## config.mk

```make
export PLATFORM = sky130hd
export DESIGN_NAME = calendar_clock_with_day_watch
export DESIGN_NICKNAME = d
export VERILOG_FILES = /design/src/rtl/ccdw_pkg.sv /design/src/rtl/ccdw_weekday.sv /design/src/rtl/calendar_clock_with_day_watch.sv
export SDC_FILE = /design/constraint.sdc
export NUM_CORES = 1
export LEC_CHECK = 0
export BUFFER_PORTS_ARGS = -buffer_cell sky130_fd_sc_hd__clkbuf_2
export CAP_MARGIN = 20
export CORE_ASPECT_RATIO = 0.5
export CORE_MARGIN = 4
export CORE_UTILIZATION = 37
export DETAILED_ROUTE_END_ITERATION = 6
export PLACE_DENSITY = 0.64
export RECOVER_POWER = 100
export SLEW_MARGIN = 30
export SYNTH_ARGS = -nofsm -noshare
export SYNTH_HDL_FRONTEND = slang
export SYNTH_SLANG_ARGS = --single-unit
```

## constraint.sdc

```tcl
create_clock -name clk_i -period 20.3 [get_ports clk_i]
set_input_delay 4.06 -clock clk_i [delete_from_list [all_inputs] [get_ports clk_i]]
set_output_delay 4.06 -clock clk_i [all_outputs]
set_load 0.02 [all_outputs]
```

## src/rtl/ccdw_pkg.sv

```systemverilog
// ----------------------------------------------------------------------------
// ccdw_pkg
// Shared codes, types and calendar helpers for the calendar clock with
// day watch.
// ----------------------------------------------------------------------------
package ccdw_pkg;

  // Request commands, carried on the input tuser
  localparam logic [1:0] CMD_TICK = 2'd0;
  localparam logic [1:0] CMD_TIME = 2'd1;
  localparam logic [1:0] CMD_DATE = 2'd2;
  localparam logic [1:0] CMD_NOP  = 2'd3;

  // Watch modes
  localparam logic [1:0] MODE_OFF     = 2'd0;
  localparam logic [1:0] MODE_COMPARE = 2'd1;
  localparam logic [1:0] MODE_REFRESH = 2'd2;

  // Configuration register indexes
  localparam logic REG_SPAN = 1'b0;
  localparam logic REG_MODE = 1'b1;

  localparam int unsigned CfgWidth = 16;

  // Loaded calendar date after range clamping
  typedef struct packed {
    logic [6:0] century;  // century number plus one, 1..99
    logic [6:0] year;     // 0..99
    logic [3:0] month;    // 1..12
    logic [4:0] day;      // 1..31
  } date_t;

  // Length of a month, leap February when requested
  function automatic logic [4:0] month_days(input logic [3:0] month, input logic leap);
    logic [4:0] len;
    unique case (month)
      4'd1, 4'd3, 4'd5, 4'd7, 4'd8, 4'd10, 4'd12: len = 5'd31;
      4'd4, 4'd6, 4'd9, 4'd11:                   len = 5'd30;
      4'd2:                                      len = leap ? 5'd29 : 5'd28;
      default:                                   len = 5'd0;
    endcase
    return len;
  endfunction

  // Gregorian leap rule on (century - 1) * 100 + year
  function automatic logic is_leap(input logic [6:0] century, input logic [6:0] year);
    logic [6:0] cent_idx;
    cent_idx = century - 7'd1;
    if (year != 7'd0) begin
      return (year[1:0] == 2'd0);
    end
    return (cent_idx[1:0] == 2'd0);
  endfunction

endpackage

```

## src/rtl/ccdw_weekday.sv

```systemverilog
// ----------------------------------------------------------------------------
// ccdw_weekday
// Weekday of a loaded date (1 Monday .. 7 Sunday), Kim Larsen formula
// reduced on century and year digits so every term stays narrow.
// ----------------------------------------------------------------------------
module ccdw_weekday import ccdw_pkg::*; (
  input  date_t      date_i,
  output logic [2:0] weekday_o
);

  logic [3:0] mon_adj;
  logic [6:0] yr_adj;
  logic [6:0] cen_adj;   // (full year + 400) / 100
  logic [3:0] mon_term;  // 3 * (m + 1) / 5
  logic [9:0] sum;
  logic [4:0] fold1;
  logic [3:0] fold2;
  logic [2:0] rem;

  // Treat January and February as months 13 and 14 of the year before
  always_comb begin
    if (date_i.month <= 4'd2) begin
      mon_adj = date_i.month + 4'd12;
      if (date_i.year == 7'd0) begin
        yr_adj  = 7'd99;
        cen_adj = date_i.century + 7'd2;
      end else begin
        yr_adj  = date_i.year - 7'd1;
        cen_adj = date_i.century + 7'd3;
      end
    end else begin
      mon_adj = date_i.month;
      yr_adj  = date_i.year;
      cen_adj = date_i.century + 7'd3;
    end
  end

  always_comb begin
    unique case (mon_adj)
      4'd3:           mon_term = 4'd2;
      4'd4, 4'd5:     mon_term = 4'd3;
      4'd6, 4'd7:     mon_term = 4'd4;
      4'd8:           mon_term = 4'd5;
      4'd9, 4'd10:    mon_term = 4'd6;
      4'd11, 4'd12:   mon_term = 4'd7;
      4'd13:          mon_term = 4'd8;
      4'd14:          mon_term = 4'd9;
      default:        mon_term = 4'd0;
    endcase
  end

  // 124 * C folds to 5 * C modulo 7
  always_comb begin
    sum = 10'(date_i.day) + 10'd1 + {5'd0, mon_adj, 1'b0} + 10'(mon_term)
        + 10'(cen_adj) * 10'd5 + 10'(yr_adj) + 10'(yr_adj[6:2]) + 10'(cen_adj[6:2]);
    // 8 is 1 modulo 7: add octal digits
    fold1 = 5'(sum[2:0]) + 5'(sum[5:3]) + 5'(sum[8:6]) + 5'(sum[9]);
    fold2 = 4'(fold1[2:0]) + 4'(fold1[4:3]);
    rem   = (fold2 >= 4'd7) ? 3'(fold2 - 4'd7) : fold2[2:0];
    weekday_o = (rem == 3'd0) ? 3'd7 : rem;
  end

endmodule

```

## src/rtl/calendar_clock_with_day_watch.sv

```systemverilog
// ----------------------------------------------------------------------------
// calendar_clock_with_day_watch
// Calendar clock stepped by millisecond timestamps, with a day watch flag.
// ----------------------------------------------------------------------------
// Takes one request per clock cycle, returns one result per request in the
// cycle after acceptance through a result register; a new request is taken
// while the previous result waits as long as the downstream side takes it in
// the same cycle. The request tuser carries the command: a tick advances the
// clock by one second once TICKS_PER_SECOND milliseconds have passed since
// the last second mark (counted modulo 2^32), a time load sets hour, minute
// and second, a date load sets century, year, month and day and derives the
// weekday. Loaded values saturate into range. Each result shows the clock
// after its request and the watch flag, high in compare mode with a nonzero
// span when roughly 30 days per month plus days since the base date reach it.
// Writing the span recaptures the base date; configure only while idle. The
// deepest path is the weekday derivation on a date load.
// ----------------------------------------------------------------------------
module calendar_clock_with_day_watch import ccdw_pkg::*; #(
  parameter int unsigned TICKS_PER_SECOND = 1000
) (
  input  logic                clk_i,
  input  logic                rst_ni,
  // configuration write port
  input  logic                cfg_we_i,
  input  logic                cfg_idx_i,
  input  logic [CfgWidth-1:0] cfg_wdata_i,
  // request side
  input  logic                s_axis_tvalid_i,
  output logic                s_axis_tready_o,
  // ms_now[31:0], set_hour[36:32], set_minute[42:37], set_second[48:43],
  // set_century[55:49], set_year[62:56], set_month[66:63], set_day[71:67]
  input  logic [71:0]         s_axis_tdata_i,
  // cmd[1:0]
  input  logic [1:0]          s_axis_tuser_i,
  // result side
  output logic                m_axis_tvalid_o,
  input  logic                m_axis_tready_i,
  // cur_second[5:0], cur_minute[11:6], cur_hour[16:12], cur_day[21:17],
  // cur_weekday[24:22], cur_month[28:25], cur_year[35:29],
  // cur_century[42:36], watch_reset[43], zero[47:44]
  output logic [47:0]         m_axis_tdata_o
);

  // Request fields
  logic [1:0]  cmd;
  logic [31:0] ms_now;
  logic [4:0]  set_hour;
  logic [5:0]  set_minute, set_second;
  logic [6:0]  set_century, set_year;
  logic [3:0]  set_month;
  logic [4:0]  set_day;

  assign cmd         = s_axis_tuser_i;
  assign ms_now      = s_axis_tdata_i[31:0];
  assign set_hour    = s_axis_tdata_i[36:32];
  assign set_minute  = s_axis_tdata_i[42:37];
  assign set_second  = s_axis_tdata_i[48:43];
  assign set_century = s_axis_tdata_i[55:49];
  assign set_year    = s_axis_tdata_i[62:56];
  assign set_month   = s_axis_tdata_i[66:63];
  assign set_day     = s_axis_tdata_i[71:67];

  // Clock state
  logic [31:0] mark_q, mark_d;
  logic [5:0]  sec_q, sec_d, min_q, min_d;
  logic [4:0]  hour_q, hour_d, day_q, day_d;
  logic [2:0]  wday_q, wday_d;
  logic [3:0]  mon_q, mon_d;
  logic [6:0]  year_q, year_d, cen_q, cen_d;
  logic [4:0]  base_day_q;
  logic [3:0]  base_mon_q;
  logic [CfgWidth-1:0] span_q;
  logic [1:0]  mode_q;

  // Result register
  logic        out_valid_q;
  logic [47:0] out_data_q;

  logic        s_acc;
  logic        tick_due;
  logic [31:0] elapsed;
  logic [5:0]  day_inc;
  logic [4:0]  dim;
  date_t       load_date;
  logic [2:0]  load_wday;
  logic        flag;
  logic [3:0]  months;
  logic [8:0]  est_pos;
  logic [16:0] est_need;

  // Accept when the result register is empty or being drained
  assign s_axis_tready_o = !out_valid_q || m_axis_tready_i;
  assign s_acc           = s_axis_tvalid_i && s_axis_tready_o;

  assign elapsed  = ms_now - mark_q;
  assign tick_due = (elapsed >= 32'(TICKS_PER_SECOND));
  assign day_inc  = {1'b0, day_q} + 6'd1;
  assign dim      = month_days(mon_q, is_leap(cen_q, year_q));

  // Clamp the loaded date into range
  always_comb begin
    load_date.century = (set_century == 7'd0) ? 7'd1 :
                        (set_century > 7'd99) ? 7'd99 : set_century;
    load_date.year    = (set_year > 7'd99) ? 7'd99 : set_year;
    load_date.month   = (set_month == 4'd0) ? 4'd1 :
                        (set_month > 4'd12) ? 4'd12 : set_month;
    load_date.day     = (set_day == 5'd0) ? 5'd1 : set_day;
  end

  ccdw_weekday u_weekday (
    .date_i   (load_date),
    .weekday_o(load_wday)
  );

  // Next clock state for the current request
  always_comb begin
    mark_d = mark_q;
    sec_d  = sec_q;
    min_d  = min_q;
    hour_d = hour_q;
    day_d  = day_q;
    wday_d = wday_q;
    mon_d  = mon_q;
    year_d = year_q;
    cen_d  = cen_q;
    unique case (cmd)
      CMD_TICK: begin
        if (tick_due) begin
          mark_d = ms_now;
          // ripple the carry from seconds up to the century
          if (sec_q < 6'd59) begin
            sec_d = sec_q + 6'd1;
          end else begin
            sec_d = 6'd0;
            if (min_q < 6'd59) begin
              min_d = min_q + 6'd1;
            end else begin
              min_d = 6'd0;
              if (hour_q < 5'd23) begin
                hour_d = hour_q + 5'd1;
              end else begin
                hour_d = 5'd0;
                wday_d = (wday_q >= 3'd7) ? 3'd1 : wday_q + 3'd1;
                if (day_inc <= {1'b0, dim}) begin
                  day_d = day_inc[4:0];
                end else begin
                  day_d = 5'd1;
                  if (mon_q < 4'd12) begin
                    mon_d = mon_q + 4'd1;
                  end else begin
                    mon_d = 4'd1;
                    if (year_q < 7'd99) begin
                      year_d = year_q + 7'd1;
                    end else begin
                      year_d = 7'd0;
                      if (cen_q < 7'd99) begin
                        cen_d = cen_q + 7'd1;
                      end
                    end
                  end
                end
              end
            end
          end
        end
      end
      CMD_TIME: begin
        hour_d = (set_hour > 5'd23) ? 5'd23 : set_hour;
        min_d  = (set_minute > 6'd59) ? 6'd59 : set_minute;
        sec_d  = (set_second > 6'd59) ? 6'd59 : set_second;
      end
      CMD_DATE: begin
        cen_d  = load_date.century;
        year_d = load_date.year;
        mon_d  = load_date.month;
        day_d  = load_date.day;
        wday_d = load_wday;
      end
      CMD_NOP: begin
      end
      default: begin
      end
    endcase
  end

  // Day watch: months * 30 + day - base_day >= span, checked without sign
  always_comb begin
    months   = (mon_d < base_mon_q) ? (mon_d + 4'd12 - base_mon_q) : (mon_d - base_mon_q);
    est_pos  = 9'(months) * 9'd30 + 9'(day_d);
    est_need = 17'(span_q) + 17'(base_day_q);
    flag     = (mode_q == MODE_COMPARE) && (span_q != '0) && (17'(est_pos) >= est_need);
  end

  // Clock state registers
  always_ff @(posedge clk_i or negedge rst_ni) begin
    if (!rst_ni) begin
      mark_q <= '0;
      sec_q  <= '0;
      min_q  <= '0;
      hour_q <= '0;
      day_q  <= 5'd1;
      wday_q <= 3'd6;
      mon_q  <= 4'd1;
      year_q <= '0;
      cen_q  <= 7'd21;
    end else if (s_acc) begin
      mark_q <= mark_d;
      sec_q  <= sec_d;
      min_q  <= min_d;
      hour_q <= hour_d;
      day_q  <= day_d;
      wday_q <= wday_d;
      mon_q  <= mon_d;
      year_q <= year_d;
      cen_q  <= cen_d;
    end
  end

  // Configuration and base date
  always_ff @(posedge clk_i or negedge rst_ni) begin
    if (!rst_ni) begin
      span_q     <= '0;
      mode_q     <= MODE_OFF;
      base_day_q <= 5'd1;
      base_mon_q <= 4'd1;
    end else begin
      if (cfg_we_i) begin
        unique case (cfg_idx_i)
          REG_SPAN: begin
            span_q     <= cfg_wdata_i;
            base_day_q <= day_q;
            base_mon_q <= mon_q;
          end
          REG_MODE: mode_q <= cfg_wdata_i[1:0];
          default: begin
          end
        endcase
      end else if (s_acc && mode_q == MODE_REFRESH) begin
        // refresh the base date from the state after this request
        base_day_q <= day_d;
        base_mon_q <= mon_d;
      end
    end
  end

  // Result register
  always_ff @(posedge clk_i or negedge rst_ni) begin
    if (!rst_ni) begin
      out_valid_q <= 1'b0;
    end else if (s_acc) begin
      out_valid_q <= 1'b1;
    end else if (m_axis_tready_i) begin
      out_valid_q <= 1'b0;
    end
  end

  always_ff @(posedge clk_i) begin
    if (s_acc) begin
      out_data_q <= {4'd0, flag, cen_d, year_d, mon_d, wday_d, day_d, hour_d, min_d, sec_d};
    end
  end

  assign m_axis_tvalid_o = out_valid_q;
  assign m_axis_tdata_o  = out_data_q;

  // Checks
  a_state_range: assert property (@(posedge clk_i) disable iff (!rst_ni)
    sec_q <= 6'd59 && min_q <= 6'd59 && hour_q <= 5'd23 && day_q != 5'd0 &&
    mon_q != 4'd0 && mon_q <= 4'd12 && cen_q != 7'd0 && cen_q <= 7'd99 && year_q <= 7'd99)
    else $error("clock state out of range");

  a_result_follows: assert property (@(posedge clk_i) disable iff (!rst_ni)
    s_acc |=> m_axis_tvalid_o && m_axis_tdata_o[5:0] == sec_q &&
              m_axis_tdata_o[28:25] == mon_q)
    else $error("result does not match updated state");

  a_no_early_tick: assert property (@(posedge clk_i) disable iff (!rst_ni)
    s_acc && cmd == CMD_TICK && !tick_due |=> sec_q == $past(sec_q) && mark_q == $past(mark_q))
    else $error("clock advanced before a full second");

  a_flag_mode: assert property (@(posedge clk_i) disable iff (!rst_ni)
    s_acc && flag |-> mode_q == MODE_COMPARE && span_q != '0)
    else $error("watch flag outside compare mode");

  a_weekday_range: assert property (@(posedge clk_i) disable iff (!rst_ni)
    wday_q != 3'd0)
    else $error("weekday zero");

endmodule
```

# [After elaboration in Yosys (flattened, before gate mapping)]
# Memory sizes are Yosys's and may differ from the RTL's.
# Index checks and enable logic that the tools add are counted.
[word_totals] regBits=147 romBits=64 in_bits=96 word_cells=188 memories=1
[mem_list] memory="(no name shown)" words=16 word_bits=4 read_ports=1 rd_clocked_by_memory_dff=0 wr=0 line="ccdw_weekday.sv:39" text="unique case (mon_adj)"
[op_classes] add_sub_neg=31 mul=2 magnitude_cmp=19 n_eq_ne=17 muxes=78 bitwise_logic=1 n_reduce_logical=24
[op_table] cell="7-bit 2-to-1 mux" count=22
[op_table] cell="5-bit 2-to-1 mux" count=14
[op_table] cell="4-bit 2-to-1 mux" count=13
[op_table] cell="6-bit 2-to-1 mux" count=7
[op_table] cell="32-bit by 10-bit greater-or-equal comparator with 1-bit output (second input constant)" count=1
[op_table] cell="32-bit subtractor" count=1
[op_table] cell="10-bit by 5-bit adder with 10-bit output" count=3
[op_table] cell="7-bit one-hot mux with 2 select lines" count=2
[op_table] cell="6-bit one-hot mux with 2 select lines" count=2
[op_table] cell="3-bit 2-to-1 mux" count=7
[op_table] cell="4-bit == test (second input constant)" count=5
[op_table] cell="5-bit one-hot mux with 2 select lines" count=2
[op_table] cell="16-bit by 5-bit adder with 17-bit output" count=1
[op_table] cell="9-bit by 17-bit greater-or-equal comparator with 1-bit output" count=1
[op_table] cell="4-bit by 3-bit == test with 1-bit output (second input constant)" count=4
[op_table] cell="16-bit nonzero test" count=1
[op_table] cell="5-bit one-hot mux with 3 select lines" count=1
[op_table] cell="7-bit by 1-bit adder with 7-bit output (second input constant)" count=2
[op_table] cell="7-bit by 2-bit adder with 7-bit output (second input constant)" count=2
[op_table] cell="7-bit greater-than comparator (second input constant)" count=2
[op_table] cell="7-bit logical NOT" count=2
[op_table] cell="7-bit < comparator (second input constant)" count=2
[op_table] cell="5-bit by 1-bit adder with 6-bit output (second input constant)" count=2
[op_table] cell="6-bit by 1-bit adder with 6-bit output (second input constant)" count=2
[op_table] cell="other kinds (51)" count=71

# [Logic depth before layout (Yosys ltp)]
# Gate-level depths: netlist of run 1.
[depth] depth_word=20 ltp_mapped=49 depth_no_buf=49

# [Hierarchy]
# From an unflattened synthesis of run 1, not the netlist that was laid out.
[unflattened] cells_unflattened=1699 hier_area_um2=14232.4
[modules_own_cells] module="calendar_clock_with_day_watch" n_inst=1 cells_per_inst=1410 area_per_inst_um2=11850.1 seq_area_each_um2=3910.0
[modules_own_cells] module="ccdw_weekday" n_inst=1 cells_per_inst=289 area_per_inst_um2=2382.3 seq_area_each_um2=0.0

# [Worst setup path before layout of run 1]
# No wires, ideal clock.
[synth_path] kind="input port to flip-flop" from="input port s_axis_tdata_i[65]" to="register out_data_q[22] (netlist: m_axis_tdata_o[22]) (data pin)" setup_time_ns=0.254 arrival_ns=12.363 required_time_ns=20.046 path_slack_ns=7.682 path_stages=42 n_path_buf=0 path_cell_list="inv_1 -> ha_1 -> nand2_1 -> o21ai_0 -> inv_1 -> ha_1 -> a22oi_1 -> nor2b_1 -> nand2_1 -> a31oi_1 -> nand2b_1 -> mux2_2 -> fa_1 -> inv_1 -> fa_1 -> fa_1 -> inv_1 -> fa_1 -> [... 6 more ...] -> a21oi_1 -> xor2_1 -> fa_1 -> fa_1 -> inv_1 -> a21oi_1 -> nor2_1 -> inv_1 -> fa_1 -> inv_1 -> ha_1 -> nor2_1 -> nor2_1 -> o21ai_0 -> nand2_1 -> a21oi_1 -> a41oi_1 -> o21a_1"
[synth_between] elab_chain_cells=20 word_cells_on_any_way=27 cone_classes="add/sub (12); mul (1); order compare (3); mux (8); reduce/logical (2); memory (1)"
[synth_rtl] element="start: declaration" line="calendar_clock_with_day_watch.sv:32" text="input logic [71:0] s_axis_tdata_i,"
[synth_rtl] element="4-bit greater-than comparator" line="calendar_clock_with_day_watch.sv:106" text="(set_month > 4'd12) ? 4'd12 : set_month;"
[synth_rtl] element="4-bit 2-to-1 mux" line="calendar_clock_with_day_watch.sv:106"
[synth_rtl] element="4-bit 2-to-1 mux *" line="calendar_clock_with_day_watch.sv:105" text="load_date.month = (set_month == 4'd0) ? 4'd1 :"
[synth_rtl] element="4-bit adder / 4-bit by 2-bit less-or-equal comparator with 1-bit output (equally long branches)" line="ccdw_weekday.sv:23, ccdw_weekday.sv:22"
[synth_rtl] element="4-bit 2-to-1 mux" line="ccdw_weekday.sv:22" text="if (date_i.month <= 4'd2) begin"
[synth_rtl] element="10-bit by 5-bit adder with 10-bit output / memory read 16 x 4 bit (equally long branches)"
[synth_rtl] element="10-bit by 4-bit adder with 10-bit output" line="ccdw_weekday.sv:54" text="sum = 10'(date_i.day) + 10'd1 + {5'd0, mon_adj, 1'b0} + 10'(mon_term)"
[synth_rtl] element="10-bit adder" line="ccdw_weekday.sv:55" text="+ 10'(cen_adj) * 10'd5 + 10'(yr_adj) + 10'(yr_adj[6:2]) + 10'(cen_adj[6:2]);"
[synth_rtl] element="[... 5 more ...]"
[synth_rtl] element="5-bit by 1-bit adder with 5-bit output *" line="ccdw_weekday.sv:57" text="fold1 = 5'(sum[2:0]) + 5'(sum[5:3]) + 5'(sum[8:6]) + 5'(sum[9]);"
[synth_rtl] element="3-bit by 2-bit adder with 4-bit output *" line="ccdw_weekday.sv:58" text="fold2 = 4'(fold1[2:0]) + 4'(fold1[4:3]);"
[synth_rtl] element="4-bit by 3-bit greater-or-equal comparator with 1-bit output / 3-bit subtractor (equally long branches)" line="ccdw_weekday.sv:59" text="rem = (fold2 >= 4'd7) ? 3'(fold2 - 4'd7) : fold2[2:0];"
[synth_rtl] element="3-bit 2-to-1 mux *" line="ccdw_weekday.sv:59"
[synth_rtl] element="3-bit logical NOT" line="ccdw_weekday.sv:60" text="weekday_o = (rem == 3'd0) ? 3'd7 : rem;"
[synth_rtl] element="3-bit 2-to-1 mux *" line="ccdw_weekday.sv:60"
[synth_rtl] element="3-bit one-hot mux with 2 select lines *" line="calendar_clock_with_day_watch.sv:126" text="unique case (cmd)"
[synth_rtl] element="net wday_d[0]" line="calendar_clock_with_day_watch.sv:67" text="logic [2:0] wday_q, wday_d;"
[synth_rtl] element="end signal: assignment" line="calendar_clock_with_day_watch.sv:259" text="out_data_q <= {4'd0, flag, cen_d, year_d, mon_d, wday_d, day_d, hour_d, min_d, sec_d};"
[synth_rtl] element="end: declaration" line="calendar_clock_with_day_watch.sv:77" text="logic [47:0] out_data_q;"
# The timed path passes the listed nets; every way through them passes the cells marked *.
# A chain may end at the register's enable or synchronous reset.

# [Worst setup path after layout of run 1]
[layout_path] from="input port s_axis_tdata_i[0]" to="register out_data_q[43] (netlist: m_axis_tdata_o[43]) (data pin)"
[layout_between] elab_chain_cells=11 word_cells_on_any_way=15 cone_classes="add/sub (5); mul (1); order compare (3); mux (5); reduce/logical (1)"
[layout_rtl] element="32-bit subtractor *" line="calendar_clock_with_day_watch.sv:95" text="assign elapsed = ms_now - mark_q;"
[layout_rtl] element="32-bit by 10-bit greater-or-equal comparator with 1-bit output *" line="calendar_clock_with_day_watch.sv:96" text="assign tick_due = (elapsed >= 32'(TICKS_PER_SECOND));"
[layout_rtl] element="4-bit 2-to-1 mux *" line="calendar_clock_with_day_watch.sv:128" text="if (tick_due) begin"
[layout_rtl] element="4-bit one-hot mux with 2 select lines *" line="calendar_clock_with_day_watch.sv:126"
[layout_rtl] element="net mon_d[0]" line="calendar_clock_with_day_watch.sv:68" text="logic [3:0] mon_q, mon_d;"
[layout_rtl] element="4-bit adder" line="calendar_clock_with_day_watch.sv:188" text="months = (mon_d < base_mon_q) ? (mon_d + 4'd12 - base_mon_q) : (mon_d - base_mon_q);"
[layout_rtl] element="4-bit subtractor" line="calendar_clock_with_day_watch.sv:188"
[layout_rtl] element="4-bit 2-to-1 mux *" line="calendar_clock_with_day_watch.sv:188"
[layout_rtl] element="4-bit by 4-bit multiplier with 8-bit output *" line="calendar_clock_with_day_watch.sv:189" text="est_pos = 9'(months) * 9'd30 + 9'(day_d);"
[layout_rtl] element="9-bit by 5-bit adder with 9-bit output *" line="calendar_clock_with_day_watch.sv:189"
[layout_rtl] element="9-bit by 17-bit greater-or-equal comparator with 1-bit output *" line="calendar_clock_with_day_watch.sv:191" text="flag = (mode_q == MODE_COMPARE) && (span_q != '0) && (17'(est_pos) >= est_need);"
[layout_rtl] element="1-bit logical AND *" line="calendar_clock_with_day_watch.sv:191"
[layout_rtl] element="net flag" line="calendar_clock_with_day_watch.sv:86" text="logic flag;"
# Marked as above.

==> out/metrics.yaml, run 1 <==
outcome:
  outcome: "finished, violations left"
  violations: "max-capacitance violations, max-slew violations"
floorplanning:
  initial_utilization_pct: 38.05
  fp-row-count: 49
  dieArea_um2: 40800
  die_x_um: 281.7
  dieHeight_um: 144.9
  ios: 146
  core-area_um2: 36420
clock_tree:
  clk_pin_slew_ns: 0.07
  cts_buffer_depth: 2
  clock_sinks: 147
  cts_buffers: 17
  cts_resized: 0
  ctsHoldBuffers: 0
  clk_latency_ns: 0.45
  cts_root_buf: "clkbuf_16"
  cts_tree: "done"
  htree_num_levels: 4
  cts_setup_buffers: 0
detailed_routing:
  vias_per_cell: 5.544
  vias: 12380
  drt_first_pass_iters: 5
  drc: 0
  antenna_left: 0
  wl_per_cell_um: 17.12
  drt-initial-drc-count: 1053
  drt-total-wl_um: 38210
timing:
  finalMaxSlewViolations: 214
  timing.final.crit_share_pct: 68.85
  finalSetupTns_ns: 0
  setup_viol: 0
  period_minus_slack_ns: 13.98
  slew_headroom_pct: -130.6
  hold_viol: 0
  timing.fmax_mhz: 71.55
  worst_pin_slew_ns: 3.458
  skew_ns: 0.01113
  rsz0062_at_grt: "false"
  whs_ns: 0.4891
critical_path:
  critPathMaxStageDelay_ns: 1.18
  crit_fanout: 33
  worstPathRequired_ns: 20.50
  critical_path_class: "in2reg"
  critPathCaptureType: "flip-flop"
  crit_buf_inv: 6
  arrival_ns: 14.17
  cp_top_family: "adder cells"
  cp-start-kind: "primary input"
  timing.critical_path.slowest_stage_cell: "nand3_1"
synth:
  ys_async_sr_fraction_pct: 70.07
  synth_cells: 1623
  syn_area_um2: 13860
  synth_edf_count: 44
  synth_top_area_share_pct: 16.97
  synth_warnings: 0
  yosys-top-cells-area: "dfrtp_1, ha_1, edfxtp_1"
  synth.distinct_cells: 88
  synth_area_per_cell_um2: 8.539
  synthTopCellsByCount: "nand2_1, inv_1, ha_1"
  yosysMostFrequentCell: "nand2_1"
  yosysTopAreaCell: "dfrtp_1"
  ys_seq_area_share_pct: 28.21
  ys_dominant_reg_cell: "dfrtp_1"
  ys_ff_latch: 147
place:
  placed_area_um2: 14980
  place.gp.congestion: 0.9253
  dp_hpwl_um: 29070
  portBuffers: 141
grt:
  antenna_found_initial: 3
  grt_pass1_wl_um: 61190
  grt_max_degree: 59
  grt_pass1_vias: 11680
  gr-total-overflow: 0
  grt_usage_pct: 18.74
final_layout:
  postLayoutCoreUtil_pct: 42.24
  nNetsFinal: 1999
  syn2layout_area_growth_pct: 11.00
  final_area_um2: 15380
  drive_gt1_share_pct: 11.23
run:
  maxCapViolCount: 5
min_path:
  min-delay-path-class: "reg2reg"
[final timing paths]
kind	from	endpoint	slack (ns)	cells after the start
hold / removal	base_mon_q[0]$_DFFE_PN1P_	base_mon_q[0]$_DFFE_PN1P_	0.49	2
hold reg to reg	base_mon_q[0]$_DFFE_PN1P_	base_mon_q[0]$_DFFE_PN1P_	0.49	2
setup reg to reg	mark_q[0]$_DFFE_PN0P_	m_axis_tdata_o[43]$_DFFE_PP_	9.72	36
min in group asynchronous	rst_ni	mark_q[8]$_DFFE_PN0P_	4.41	1
max in group asynchronous	rst_ni	sec_q[4]$_DFFE_PN0P_	11.60	2
setup / recovery	s_axis_tdata_i[0]	m_axis_tdata_o[43]$_DFFE_PP_	6.32	38
[registers in the layout, indices dropped and copies added (netlist names), 5 cells and up]
register        count
m_axis_tdata_o     44
min_q               6
cen_q               7
hour_q              5
day_q               5
year_q              7
sec_q               6
mark_q             32
base_day_q          5
span_q             16
[layout make-up]
class	count	area (um^2)
Fill cell	3681	21040
Multi-Input combinational cell	1247	8969
Sequential cell	147	3910
Timing Repair Buffer	153	719.4
Inverter	167	626.9
Tap cell	484	605.6
Clock buffer	17	425.4
Clock inverter	15	121.4
Antenna cell	2	5.005
[routing by layer]
layer	part of all wire, %	up-vias	global-route usage [%]
met4	2.0	2	5.060
met2	47	357	31.17
met3	5.9	56	3.655
met5	0.034	-	0
li1	-	6073	-
met1	46	5887	25.22
[placed cells by master (no fill, tap or decap), drive strengths merged, types with 19 or more instances in the layout]
cell type and n:
nor2 107, xor2 22, ha 126, nand4 19
clkbuf 162, o22ai 19, mux2 37, xnor2 29
a21o 27, fa 44, nand2b 20, nor3 33
dfrtp 94, inv 174, o21a 20, o21ai 108
nand2 188, a21oi 121, edfxtp 44, nand3 33
[tightest hold or removal path, cell delays in order (launching register included)]
cell and delay (ns):
dfstp_2 0.37, nand2_1 0.05, o21ai_1 0.07
[metrics by stage]
stage,cells,worst slack [ns]
floorplan,1626,7.682
global placement,2198,6.587
detailed placement,2198,6.316
CTS,2230,6.787
global route,2232,5.716
finish,2232,6.323
[logic make-up after synthesis]
| family | Yosys count | synth area share (%) |
|---|---|---|
| mux | 49 | 3.873 |
| flops | 147 | 28.21 |
| xor+xnor | 51 | 3.223 |
| simple gates | 489 | 16.77 |
| compound gates | 484 | 23.49 |
| fa+ha+maj | 170 | 17.73 |
| buf+inv | 232 | 6.672 |
| other cells | 1 | 0.02706 |
Power of run 1 is not shown: default switching activity piles up to over one toggle a cycle in this logic, so the estimate is an artifact.
==> run 2: changes to the inputs <==
--- a/config.mk
+++ b/config.mk
@@ -11,7 +11,7 @@
 export CORE_MARGIN = 4
 export CORE_UTILIZATION = 37
 export DETAILED_ROUTE_END_ITERATION = 6
-export PLACE_DENSITY = 0.64
+export PLACE_DENSITY = 0.66
 export RECOVER_POWER = 100
 export SLEW_MARGIN = 30
 export SYNTH_ARGS = -nofsm -noshare
==> constraint.sdc (replaced) <==
create_clock -name clk_i -period 12.1 [get_ports clk_i]
set_input_delay 2.42 -clock clk_i [delete_from_list [all_inputs] [get_ports clk_i]]
set_output_delay 2.42 -clock clk_i [all_outputs]
set_load 0.02 [all_outputs]
==> out/metrics.yaml, run 2 (synthesis gave the netlist of run 1 again) <==
clock_tree:
  htree_num_levels: 4  # unchanged
  clk_pin_slew_ns: 0.06  # about the same
  cts_root_buf: "clkbuf_16"
  cts_buffers: 17  # unchanged
  clk_latency_ns: 0.45  # about the same
  ctsHoldBuffers: 0  # unchanged
  cts_tree: "done"
  clock_sinks: 147  # unchanged
  cts_setup_buffers: 0  # unchanged
  cts_buffer_depth: 2  # unchanged
  cts_resized: 0  # unchanged
final_layout:
  final_common_cell: "nand2_1"
  ff_latch_area_um2: 3910  # unchanged
  final_cell_mix: "nand2_1, inv_1, ha_1"
  largest_reg_flops: 44  # unchanged
  multi_input_area_um2: 9000  # +0.35%
  fill_cells: 3672  # -0.24%
  final_area_um2: 15480  # +0.64%
  syn2layout_area_growth_pct: 11.71
  drive_gt1_share_pct: 11.71  # +0.48 points
  fin_cells: 2237  # +0.22%
  nNetsFinal: 2004  # +0.25%
critical_path:
  cp-start-kind: "primary input"
  timing.critical_path.slowest_stage_cell: "nor4_1"
  critPathMaxStageDelay_ns: 0.97  # -0.21 ns
  arrival_ns: 11.63  # -2.54 ns
  cp_top_family: "adder cells"
  critical_path_class: "in2reg"
  worstPathRequired_ns: 12.30  # -8.20 ns
  crit_fanout: 19  # -42%
  crit_buf_inv: 6  # unchanged
  critPathCaptureType: "flip-flop"
  crit_top_cell: "fa_1"
timing:
  rsz0062_at_grt: "false"
  skew_ns: 0.008561  # -0.002564 ns
  timing.fmax_mhz: 87.47
  timing.final.crit_share_pct: 94.48
  finalSetupTns_ns: 0  # unchanged
  hold_viol: 0  # unchanged
  setup_viol: 0  # unchanged
  slew_headroom_pct: -146.9  # -16 points
  timing.final.ws_setup_ns: 0.6673  # -5.656 ns
  finalMaxSlewViolations: 141  # -34%
  worst_pin_slew_ns: 3.704  # +0.2455 ns
  period_minus_slack_ns: 11.43
place:
  portBuffers: 141  # unchanged
  place_ws_ns: 0.4039  # -5.912 ns
  dpl.cell_count: 2203  # +0.23%
  dp_hpwl_um: 29590  # +1.8%
  placed_area_um2: 15010  # +0.25%
  place.gp.congestion: 0.9486  # +2.5%
grt:
  grt_max_degree: 62  # +5.1%
  antenna_found_initial: 3  # unchanged
  grt_usage_pct: 19.21  # +0.48 points
  gr-total-overflow: 0  # unchanged
  grt_pass1_wl_um: 62820  # +2.7%
  grt_pass1_vias: 12100  # +3.6%
min_path:
  min-delay-path-class: "reg2reg"
detailed_routing:
  wl_per_cell_um: 17.33  # +1.2%
  vias_per_cell: 5.637  # +1.7%
  drt_first_pass_iters: 5  # unchanged
  antenna_left: 0  # unchanged
  drt-total-wl_um: 38760  # +1.5%
  drt-initial-drc-count: 1073  # +1.9%
  vias: 12610  # +1.9%
  drc: 0  # unchanged
outcome:
  violations: "max-capacitance violations, max-slew violations"
  outcome: "finished, violations left"
run:
  maxCapViolCount: 3  # -2
floorplanning:
  core-area_um2: 36420  # unchanged
  initial_utilization_pct: 38.05  # unchanged
  dieHeight_um: 144.9  # unchanged
  die_x_um: 281.7  # unchanged
  fp-row-count: 49  # unchanged
  ios: 146  # unchanged
  dieArea_um2: 40800  # unchanged
==> run 2: final cells by class <==
class / count / share of cell area (%)
multi-input cells: 1247 / 58.13
flip-flops and latches: 147 / 25.26
repair buffers: 158 / 4.890
inverters: 167 / 4.049
well taps: 484 / 3.912
clock buffers: 20 / 2.950
clock inverters: 12 / 0.7759
diodes: 2 / 0.03233
==> run 2: final timing paths <==
check | from | cells past startpoint | end | slack, ns
min in group asynchronous | rst_ni | 1 | mark_q[6]$_DFFE_PN0P_ | 2.69
max in group asynchronous | rst_ni | 2 | cen_q[5]$_DFFE_PN0P_ | 4.95
worst min-delay path | mark_q[0]$_DFFE_PN0P_ | 2 | mark_q[0]$_DFFE_PN0P_ | 0.50
worst max-delay path | s_axis_tdata_i[0] | 37 | m_axis_tdata_o[43]$_DFFE_PP_ | 0.67
worst max register to register | mark_q[0]$_DFFE_PN0P_ | 35 | m_axis_tdata_o[43]$_DFFE_PP_ | 2.41
worst min register to register | mark_q[0]$_DFFE_PN0P_ | 2 | mark_q[0]$_DFFE_PN0P_ | 0.50
==> run 2: per-stage QoR <==
| step | hold WS, ns | utilization [%] |
|---|---|---|
| global placement | 0.4689 | 41.23 |
| CTS | 0.4990 | 42.81 |
| finish | 0.5016 | 42.51 |
| floorplan | 0.4453 | - |
| global route | 0.5189 | 42.51 |
| detailed placement | 0.4862 | 41.23 |
==> run 2: worst min-delay path, stage by stage (launching register included) <==
cell,delay (ns)
dfrtp_1,0.35
nand2_1,0.05
o21ai_0,0.06
==> run 2: per-layer routing <==
metal	share of wire, %	wire, um	GRT usage [%]
met2	47	18030	31.85
met4	1.8	692	5.113
met5	0.021	8	0
met3	5.6	2153	3.639
met1	46	17880	26.05
Power of run 2 is left out for the same reason.
